==> config.mk <==
export PLATFORM = sky130hd
export DESIGN_NAME = ansi_sgr_style_parser_core
export DESIGN_NICKNAME = d
export VERILOG_FILES = /design/src/rtl/core/asgr_pkg.sv /design/src/rtl/core/ansi_sgr_style_parser_core.sv
export SDC_FILE = /design/constraint.sdc
export NUM_CORES = 1
export LEC_CHECK = 0
export BUFFER_PORTS_ARGS = -buffer_cell sky130_fd_sc_hd__buf_2
export CAP_MARGIN = 15
export CORE_ASPECT_RATIO = 1.2
export CORE_MARGIN = 10
export CORE_UTILIZATION = 45
export DETAILED_ROUTE_END_ITERATION = 8
export SLEW_MARGIN = 20
export SYNTH_ARGS = -nofsm -noshare
export SYNTH_HDL_FRONTEND = slang
export SYNTH_SLANG_ARGS = --single-unit
==> constraint.sdc <==
create_clock -name clk -period 5.6 [get_ports clk]
set_input_delay 1.12 -clock clk [delete_from_list [all_inputs] [get_ports clk]]
set_output_delay 1.12 -clock clk [all_outputs]
set_load 0.01 [all_outputs]
==> src/rtl/core/asgr_pkg.sv <==
package asgr_pkg;

  localparam int CP_W  = 21;
  localparam int CLR_W = 8;
  localparam int CFG_IDX_W = 3;
  localparam int CFG_DATA_W = 8;

  typedef struct packed {
    logic [CP_W-1:0] code_point;
    logic            end_of_text;
  } in_item_t;

  typedef struct packed {
    logic [CP_W-1:0]  char_out;
    logic [CLR_W-1:0] fg_color;
    logic [CLR_W-1:0] bg_color;
    logic             underline_on;
    logic             section_start;
    logic             last_of_run;
  } out_item_t;

  typedef struct packed {
    logic [CLR_W-1:0] fg;
    logic [CLR_W-1:0] bg;
    logic             ul;
  } style_t;

  typedef enum logic [2:0] {
    MODE_PLAIN = 3'b001,
    MODE_ESC   = 3'b010,
    MODE_SEQ   = 3'b100
  } mode_t;

  typedef enum logic [1:0] {
    TOK_EMPTY = 2'd0,
    TOK_NUM   = 2'd1,
    TOK_BAD   = 2'd2
  } tok_t;

  typedef enum logic [CFG_IDX_W-1:0] {
    REG_DEFAULT_FG = 3'd0,
    REG_DEFAULT_BG = 3'd1,
    REG_DEFAULT_UL = 3'd2,
    REG_PLAIN_FG   = 3'd3,
    REG_PLAIN_BG   = 3'd4
  } reg_idx_t;

  localparam logic [CP_W-1:0] CH_ESC   = 21'h1B;
  localparam logic [CP_W-1:0] CH_LBRK  = 21'h5B;
  localparam logic [CP_W-1:0] CH_M     = 21'h6D;
  localparam logic [CP_W-1:0] CH_SEMI  = 21'h3B;
  localparam logic [CP_W-1:0] CH_ZERO  = 21'h30;
  localparam logic [CP_W-1:0] CH_NINE  = 21'h39;
  localparam logic [CP_W-1:0] CH_UC_A  = 21'h41;
  localparam logic [CP_W-1:0] CH_UC_Z  = 21'h5A;
  localparam logic [CP_W-1:0] CH_LC_A  = 21'h61;
  localparam logic [CP_W-1:0] CH_LC_Z  = 21'h7A;

  localparam logic [CLR_W-1:0] SGR_RESET    = 8'd0;
  localparam logic [CLR_W-1:0] SGR_UL_ON    = 8'd4;
  localparam logic [CLR_W-1:0] SGR_UL_OFF   = 8'd24;
  localparam logic [CLR_W-1:0] SGR_FG_LO    = 8'd30;
  localparam logic [CLR_W-1:0] SGR_FG_HI    = 8'd37;
  localparam logic [CLR_W-1:0] SGR_FG_PLAIN = 8'd39;
  localparam logic [CLR_W-1:0] SGR_BG_LO    = 8'd40;
  localparam logic [CLR_W-1:0] SGR_BG_HI    = 8'd47;
  localparam logic [CLR_W-1:0] SGR_BG_PLAIN = 8'd49;
  localparam logic [CLR_W-1:0] TOK_MAX      = 8'd255;

endpackage

==> src/rtl/core/ansi_sgr_style_parser_core.sv <==
// A result word is registered into the result queue when its input word is taken; out_data shows the queue head.
// Throughput: one input word per cycle while in_ready is high, whether it yields one
//   result or two (escape emitted as text); both results of a word enter the queue together.
// The result queue of FIFO_DEPTH entries sets the stall point: in_ready drops when
//   fewer than two entries are free.
// Reset (rst_n low, synchronous): queue empty, configuration registers zero, parser in
//   plain text.
module ansi_sgr_style_parser_core
  import asgr_pkg::*;
#(
  parameter int FIFO_DEPTH = 4
) (
  input  logic                  clk,
  input  logic                  rst_n,
  input  logic                  in_valid,
  output logic                  in_ready,
  input  in_item_t              in_data,
  output logic                  out_valid,
  input  logic                  out_ready,
  output out_item_t             out_data,
  input  logic                  cfg_valid,
  output logic                  cfg_ready,
  input  logic [CFG_IDX_W-1:0]  cfg_index,
  input  logic [CFG_DATA_W-1:0] cfg_data
);

  localparam int PTR_W = (FIFO_DEPTH > 1) ? $clog2(FIFO_DEPTH) : 1;
  localparam int CNT_W = $clog2(FIFO_DEPTH + 1);

  // configuration
  style_t           dflt_r;
  logic [CLR_W-1:0] plain_fg_r, plain_bg_r;

  // parser state
  mode_t            mode_r, mode_nxt;
  style_t           cur_r, cur_nxt;
  style_t           pend_r, pend_nxt;
  logic [CLR_W-1:0] tok_val_r, tok_val_nxt;
  tok_t             tok_st_r, tok_st_nxt;
  logic             pe_r, pe_nxt;
  logic             sp_r, sp_nxt;
  logic             fresh_r, fresh_nxt;

  // result queue
  out_item_t        fifo_r [FIFO_DEPTH];
  logic [PTR_W-1:0] rd_ptr_r, wr_ptr_r;
  logic [CNT_W-1:0] count_r;

  logic             in_fire, out_fire;
  logic [1:0]       n_res;
  logic [CP_W-1:0]  e0, e1;
  style_t           cur_eff;
  out_item_t        r0, r1;

  function automatic logic [PTR_W-1:0] ptr_inc(input logic [PTR_W-1:0] p);
    ptr_inc = (p == PTR_W'(FIFO_DEPTH - 1)) ? '0 : p + 1'b1;
  endfunction

  function automatic style_t apply_tok(input tok_t st, input logic [CLR_W-1:0] v,
                                       input style_t pend, input style_t dflt,
                                       input logic [CLR_W-1:0] pfg,
                                       input logic [CLR_W-1:0] pbg);
    style_t s;
    s = pend;
    if (st == TOK_NUM) begin
      if (v == SGR_RESET) begin
        s = dflt;
      end else if (v >= SGR_FG_LO && v <= SGR_FG_HI) begin
        s.fg = v - SGR_FG_LO;
      end else if (v == SGR_FG_PLAIN) begin
        s.fg = pfg;
      end else if (v >= SGR_BG_LO && v <= SGR_BG_HI) begin
        s.bg = v - SGR_BG_LO;
      end else if (v == SGR_BG_PLAIN) begin
        s.bg = pbg;
      end else if (v == SGR_UL_ON) begin
        s.ul = 1'b1;
      end else if (v == SGR_UL_OFF) begin
        s.ul = 1'b0;
      end
    end
    return s;
  endfunction

  assign cfg_ready = 1'b1;
  assign in_ready  = (count_r <= CNT_W'(FIFO_DEPTH - 2));
  assign in_fire   = in_valid && in_ready;
  assign out_valid = (count_r != '0);
  assign out_fire  = out_valid && out_ready;
  assign out_data  = fifo_r[rd_ptr_r];

  always_comb begin
    logic [CP_W-1:0] c;
    logic            eot, letter, digit;
    logic [11:0]     acc;
    style_t          applied;

    c       = in_data.code_point;
    eot     = in_data.end_of_text;
    letter  = (c >= CH_UC_A && c <= CH_UC_Z) || (c >= CH_LC_A && c <= CH_LC_Z);
    digit   = (c >= CH_ZERO && c <= CH_NINE);
    acc     = 12'({4'b0, tok_val_r}) * 12'd10 + 12'(c[3:0]);
    // pick up register writes made while idle before a new text
    cur_eff = fresh_r ? dflt_r : cur_r;
    applied = apply_tok(tok_st_r, tok_val_r, pend_r, dflt_r, plain_fg_r, plain_bg_r);

    mode_nxt    = mode_r;
    cur_nxt     = cur_eff;
    pend_nxt    = pend_r;
    tok_val_nxt = tok_val_r;
    tok_st_nxt  = tok_st_r;
    pe_nxt      = pe_r;
    sp_nxt      = sp_r;
    fresh_nxt   = 1'b0;
    n_res       = 2'd0;
    e0          = c;
    e1          = c;

    unique case (mode_r)
      MODE_ESC: begin
        if (c == CH_LBRK) begin
          mode_nxt    = MODE_SEQ;
          pend_nxt    = cur_eff;
          tok_val_nxt = '0;
          tok_st_nxt  = TOK_EMPTY;
          pe_nxt      = 1'b1;
        end else begin
          e0    = CH_ESC;
          n_res = 2'd1;
          if (c != CH_ESC) begin
            mode_nxt = MODE_PLAIN;
            e1       = c;
            n_res    = 2'd2;
          end
        end
      end
      MODE_SEQ: begin
        if (letter) begin
          pend_nxt = applied;
          if (c == CH_M) begin
            cur_nxt = pe_r ? dflt_r : applied;
          end
          tok_val_nxt = '0;
          tok_st_nxt  = TOK_EMPTY;
          pe_nxt      = 1'b1;
          mode_nxt    = MODE_PLAIN;
          sp_nxt      = 1'b1;
        end else begin
          pe_nxt = 1'b0;
          if (c == CH_SEMI) begin
            pend_nxt    = applied;
            tok_val_nxt = '0;
            tok_st_nxt  = TOK_EMPTY;
          end else if (digit) begin
            if (tok_st_r != TOK_BAD) begin
              tok_val_nxt = (acc > 12'(TOK_MAX)) ? TOK_MAX : acc[CLR_W-1:0];
              tok_st_nxt  = TOK_NUM;
            end
          end else begin
            tok_st_nxt = TOK_BAD;
          end
        end
      end
      default: begin
        mode_nxt = MODE_PLAIN;
        if (c == CH_ESC) begin
          mode_nxt = MODE_ESC;
        end else begin
          n_res = 2'd1;
        end
      end
    endcase

    if (n_res != 2'd0) begin
      sp_nxt = 1'b0;
    end

    if (eot) begin
      // flush a pending escape as text
      if (mode_nxt == MODE_ESC) begin
        if (n_res == 2'd0) begin
          e0 = CH_ESC;
        end else begin
          e1 = CH_ESC;
        end
        n_res = n_res + 2'd1;
      end
      mode_nxt    = MODE_PLAIN;
      tok_val_nxt = '0;
      tok_st_nxt  = TOK_EMPTY;
      pe_nxt      = 1'b1;
      sp_nxt      = 1'b1;
      fresh_nxt   = 1'b1;
      cur_nxt     = dflt_r;
    end

    r0.char_out      = e0;
    r0.fg_color      = cur_eff.fg;
    r0.bg_color      = cur_eff.bg;
    r0.underline_on  = cur_eff.ul;
    r0.section_start = sp_r;
    r0.last_of_run   = (n_res == 2'd1);
    r1.char_out      = e1;
    r1.fg_color      = cur_eff.fg;
    r1.bg_color      = cur_eff.bg;
    r1.underline_on  = cur_eff.ul;
    r1.section_start = 1'b0;
    r1.last_of_run   = 1'b1;
  end

  always_ff @(posedge clk) begin
    if (!rst_n) begin
      dflt_r     <= '0;
      plain_fg_r <= '0;
      plain_bg_r <= '0;
    end else if (cfg_valid && cfg_ready) begin
      unique case (cfg_index)
        REG_DEFAULT_FG: dflt_r.fg  <= cfg_data;
        REG_DEFAULT_BG: dflt_r.bg  <= cfg_data;
        REG_DEFAULT_UL: dflt_r.ul  <= cfg_data[0];
        REG_PLAIN_FG:   plain_fg_r <= cfg_data;
        REG_PLAIN_BG:   plain_bg_r <= cfg_data;
        default: ;
      endcase
    end
  end

  always_ff @(posedge clk) begin
    if (!rst_n) begin
      mode_r    <= MODE_PLAIN;
      cur_r     <= '0;
      pend_r    <= '0;
      tok_val_r <= '0;
      tok_st_r  <= TOK_EMPTY;
      pe_r      <= 1'b1;
      sp_r      <= 1'b1;
      fresh_r   <= 1'b1;
    end else if (in_fire) begin
      mode_r    <= mode_nxt;
      cur_r     <= cur_nxt;
      pend_r    <= pend_nxt;
      tok_val_r <= tok_val_nxt;
      tok_st_r  <= tok_st_nxt;
      pe_r      <= pe_nxt;
      sp_r      <= sp_nxt;
      fresh_r   <= fresh_nxt;
    end
  end

  always_ff @(posedge clk) begin
    if (in_fire && n_res != 2'd0) begin
      fifo_r[wr_ptr_r] <= r0;
      if (n_res == 2'd2) begin
        fifo_r[ptr_inc(wr_ptr_r)] <= r1;
      end
    end
  end

  always_ff @(posedge clk) begin
    if (!rst_n) begin
      rd_ptr_r <= '0;
      wr_ptr_r <= '0;
      count_r  <= '0;
    end else begin
      if (in_fire) begin
        if (n_res == 2'd1) begin
          wr_ptr_r <= ptr_inc(wr_ptr_r);
        end else if (n_res == 2'd2) begin
          wr_ptr_r <= ptr_inc(ptr_inc(wr_ptr_r));
        end
      end
      if (out_fire) begin
        rd_ptr_r <= ptr_inc(rd_ptr_r);
      end
      count_r <= count_r + (in_fire ? CNT_W'(n_res) : '0) - CNT_W'(out_fire);
    end
  end

endmodule
==> summary.txt <==
Mapped cell area = 13170 µm²
Final Hold Viols = 0
Clock H-tree levels = 1
Status = finished clean
Slew margin rel. = 27.46%
Hold buffer count at cts = 0
Synth top cells by count = nor2_1, edfxtp_1, nand2_1
Floorplan core area = 28840 µm²
Top Ports = 81
Fin crit share = 79.08%
Prevailing post-synth register cell = edfxtp_1
Top cell type's share of synthesized area = 34.66%
Diode count = 0
Num rows = 68
Fin worst setup slack = 1.171 ns
Final Util = 50.78%
Number of warnings issued by yosys = 0
CTS max path bufs = 3
Area contributors post-synth = edfxtp_1, dfxtp_1, mux4_2
Crit. End Element = flop
Pwr/cell area = 335.8 nW/µm²
Die Wd = 176.2 µm
Post-synth ARST share = 0%
Cells after Synth = 1266
Synth area leader = edfxtp_1
Syn_nets = 1338
I/O Buffers = 79
Final wirelength = 34.19 mm
CTS resizes = 0
WP data required = 6.01 ns
Worst-path fanout max = 16
Vias in the first global route = 9895
Tmin final = 4.429 ns
Worst VDD drop = 0.0001858 V
Final slew viol count = 0
CTS tree = built
Avg Vias per Cell = 5.634
R2r setup slk = 2.14 ns
RSZ-0062 raised after global routing = no
CP arrival = 4.83 ns
Count leader, synth = nor2_1
Max Fclk = 225.8 MHz
Number of flops mapped to enable cells by yosys = 152
Clock sink count = 252
Grt ovf = 0
Die area = 36530 µm²
Post-synth cell types = 86
Setup TNS = 0 ns
Fin Hold WS = 0.4527 ns
Largest net degree at the start of global routing = 56
Starting Density = 45.65%
# setup viols final = 0
Avg WL per Cell = 19.93 µm
First-pass GRT wire length = 55.34 mm
Worst-Skew Late Latency = 0.53 ns
Leakage = 0.005474 µW
Share of cells above drive strength 1 = 16.90%
Initial DRC count = 725
Final antenna-violating net count = 0
Hold crit path type = flop to flop
Post-synthesis sequential area ratio = 49.87%
Pre-antenna DRT Iters = 5
Place WS = 0.5626 ns
Syn Area/Cell = 10.40 µm²
Seq cells post-synth = 252
DRC Markers = 0
Setup Buffers After CTS = 0
PnR Total Power = 4917 µW
Setup CP Type = input pin to flop
GRT Total Usage = 18.46%
Worst-margin pin slew = 1.087 ns
Die Y = 207.4 µm
Root Driver = clkbuf_16
DP HPWL = 23.39 mm
Fin nets = 1384
Clock Skews = 0.01440 ns
Worst-path clk slew = 0.06 ns
DR vias = 9668
Layout area overhead = 11.22%
Startpoint class of the critical path = input pin
Routability cong. = 0.8908
Max_cap viols = 0
Initial antenna violation count = 0
CTS buffer count = 27
## sequential cells by signal, indices dropped and copies added (netlist names), 3 cells and up, named ones only
signal,count
count_r,3
cur_r,17
dflt_r,17
fifo_r,160
mode_r,3
pend_r,17
plain_bg_r,8
plain_fg_r,8
tok_val_r,8
## cells by family after synthesis
kind of cell	after synthesis	synth area share, %
XOR/XNOR	12	0.7982
AND/OR/NAND/NOR	509	18.74
buffers and inverters	107	3.905
other	1	0.02848
flip-flops	252	49.87
multiplexers	82	10.08
AO/OA/AOI/OAI	269	13.18
adder cells (fa/ha/maj)	34	3.402
## layout by cell type (no fill, tap or decap), types with 9 or more instances in the layout
cell type | Yosys | final
ha_1 | 31 | 31
nor3_1 | 17 | 16
o21ai_0 | 50 | 50
nand3_1 | 31 | 31
and3_1 | 14 | 14
o2bb2ai_1 | 9 | 9
buf_2 | 6 | 79
o31ai_1 | 18 | 18
xnor2_1 | 9 | 9
mux2i_1 | 37 | 37
and2_1 | 68 | 68
o32a_1 | 15 | 15
edfxtp_1 | 152 | 152
a21oi_1 | 107 | 107
mux4_2 | 40 | 40
inv_1 | 22 | 21
dfxtp_1 | 100 | 98
nand2_1 | 134 | 134
clkbuf_16 | 0 | 27
nor2_1 | 187 | 184
buf_4 | 2 | 20
## critical path, cell delays in order
cell	delay, ns
buf_2	0.12
nor3_1	0.49
nand4_2	0.34
nor4bb_1	0.37
buf_4	0.20
a21oi_1	0.07
ha_1	0.29
a31o_2	0.17
inv_1	0.06
ha_1	0.18
nand2b_1	0.32
nor2_1	0.82
and2_2	0.27
## per-stage QoR
step	instance area [µm²]	cells
detailed placement	13840	1668
CTS	14640	1716
global route	14650	1716
global placement	13840	1668
finish	14650	1716
floorplan	13170	1266
## where the power goes
group	internal (µW)	switching, µW
clock	929	740
sequential	2150	83.6
combinational	427	590
total	3500	1410
## routing by layer
layer	part of all wire (%)	track usage, %
met2	50	31.44
met1	44	23.92
met5	0	0
met4	1.8	4.583
met3	4.4	2.838
## final timing paths
check / from / endpoint / depth (start not counted)
worst max-delay path: in_data[12] / fifo_r[0][37] / 13
worst max register to register: mode_r[2] / fifo_r[0][37] / 12
worst min-delay path: fifo_r[0][1] / fifo_r[0][1] / 2
worst min register to register: fifo_r[0][1] / fifo_r[0][1] / 2
## area by class of cell
cell class | instances | area [µm²]
Fill cell | 2609 | 14200
Sequential cell | 252 | 6569
Multi-Input combinational cell | 907 | 6105
Clock buffer | 32 | 694.4
Timing Repair Buffer | 102 | 605.6
Tap cell | 385 | 481.7
Clock inverter | 16 | 107.6
Inverter | 22 | 82.58
Power figures use the tool's default switching activity.
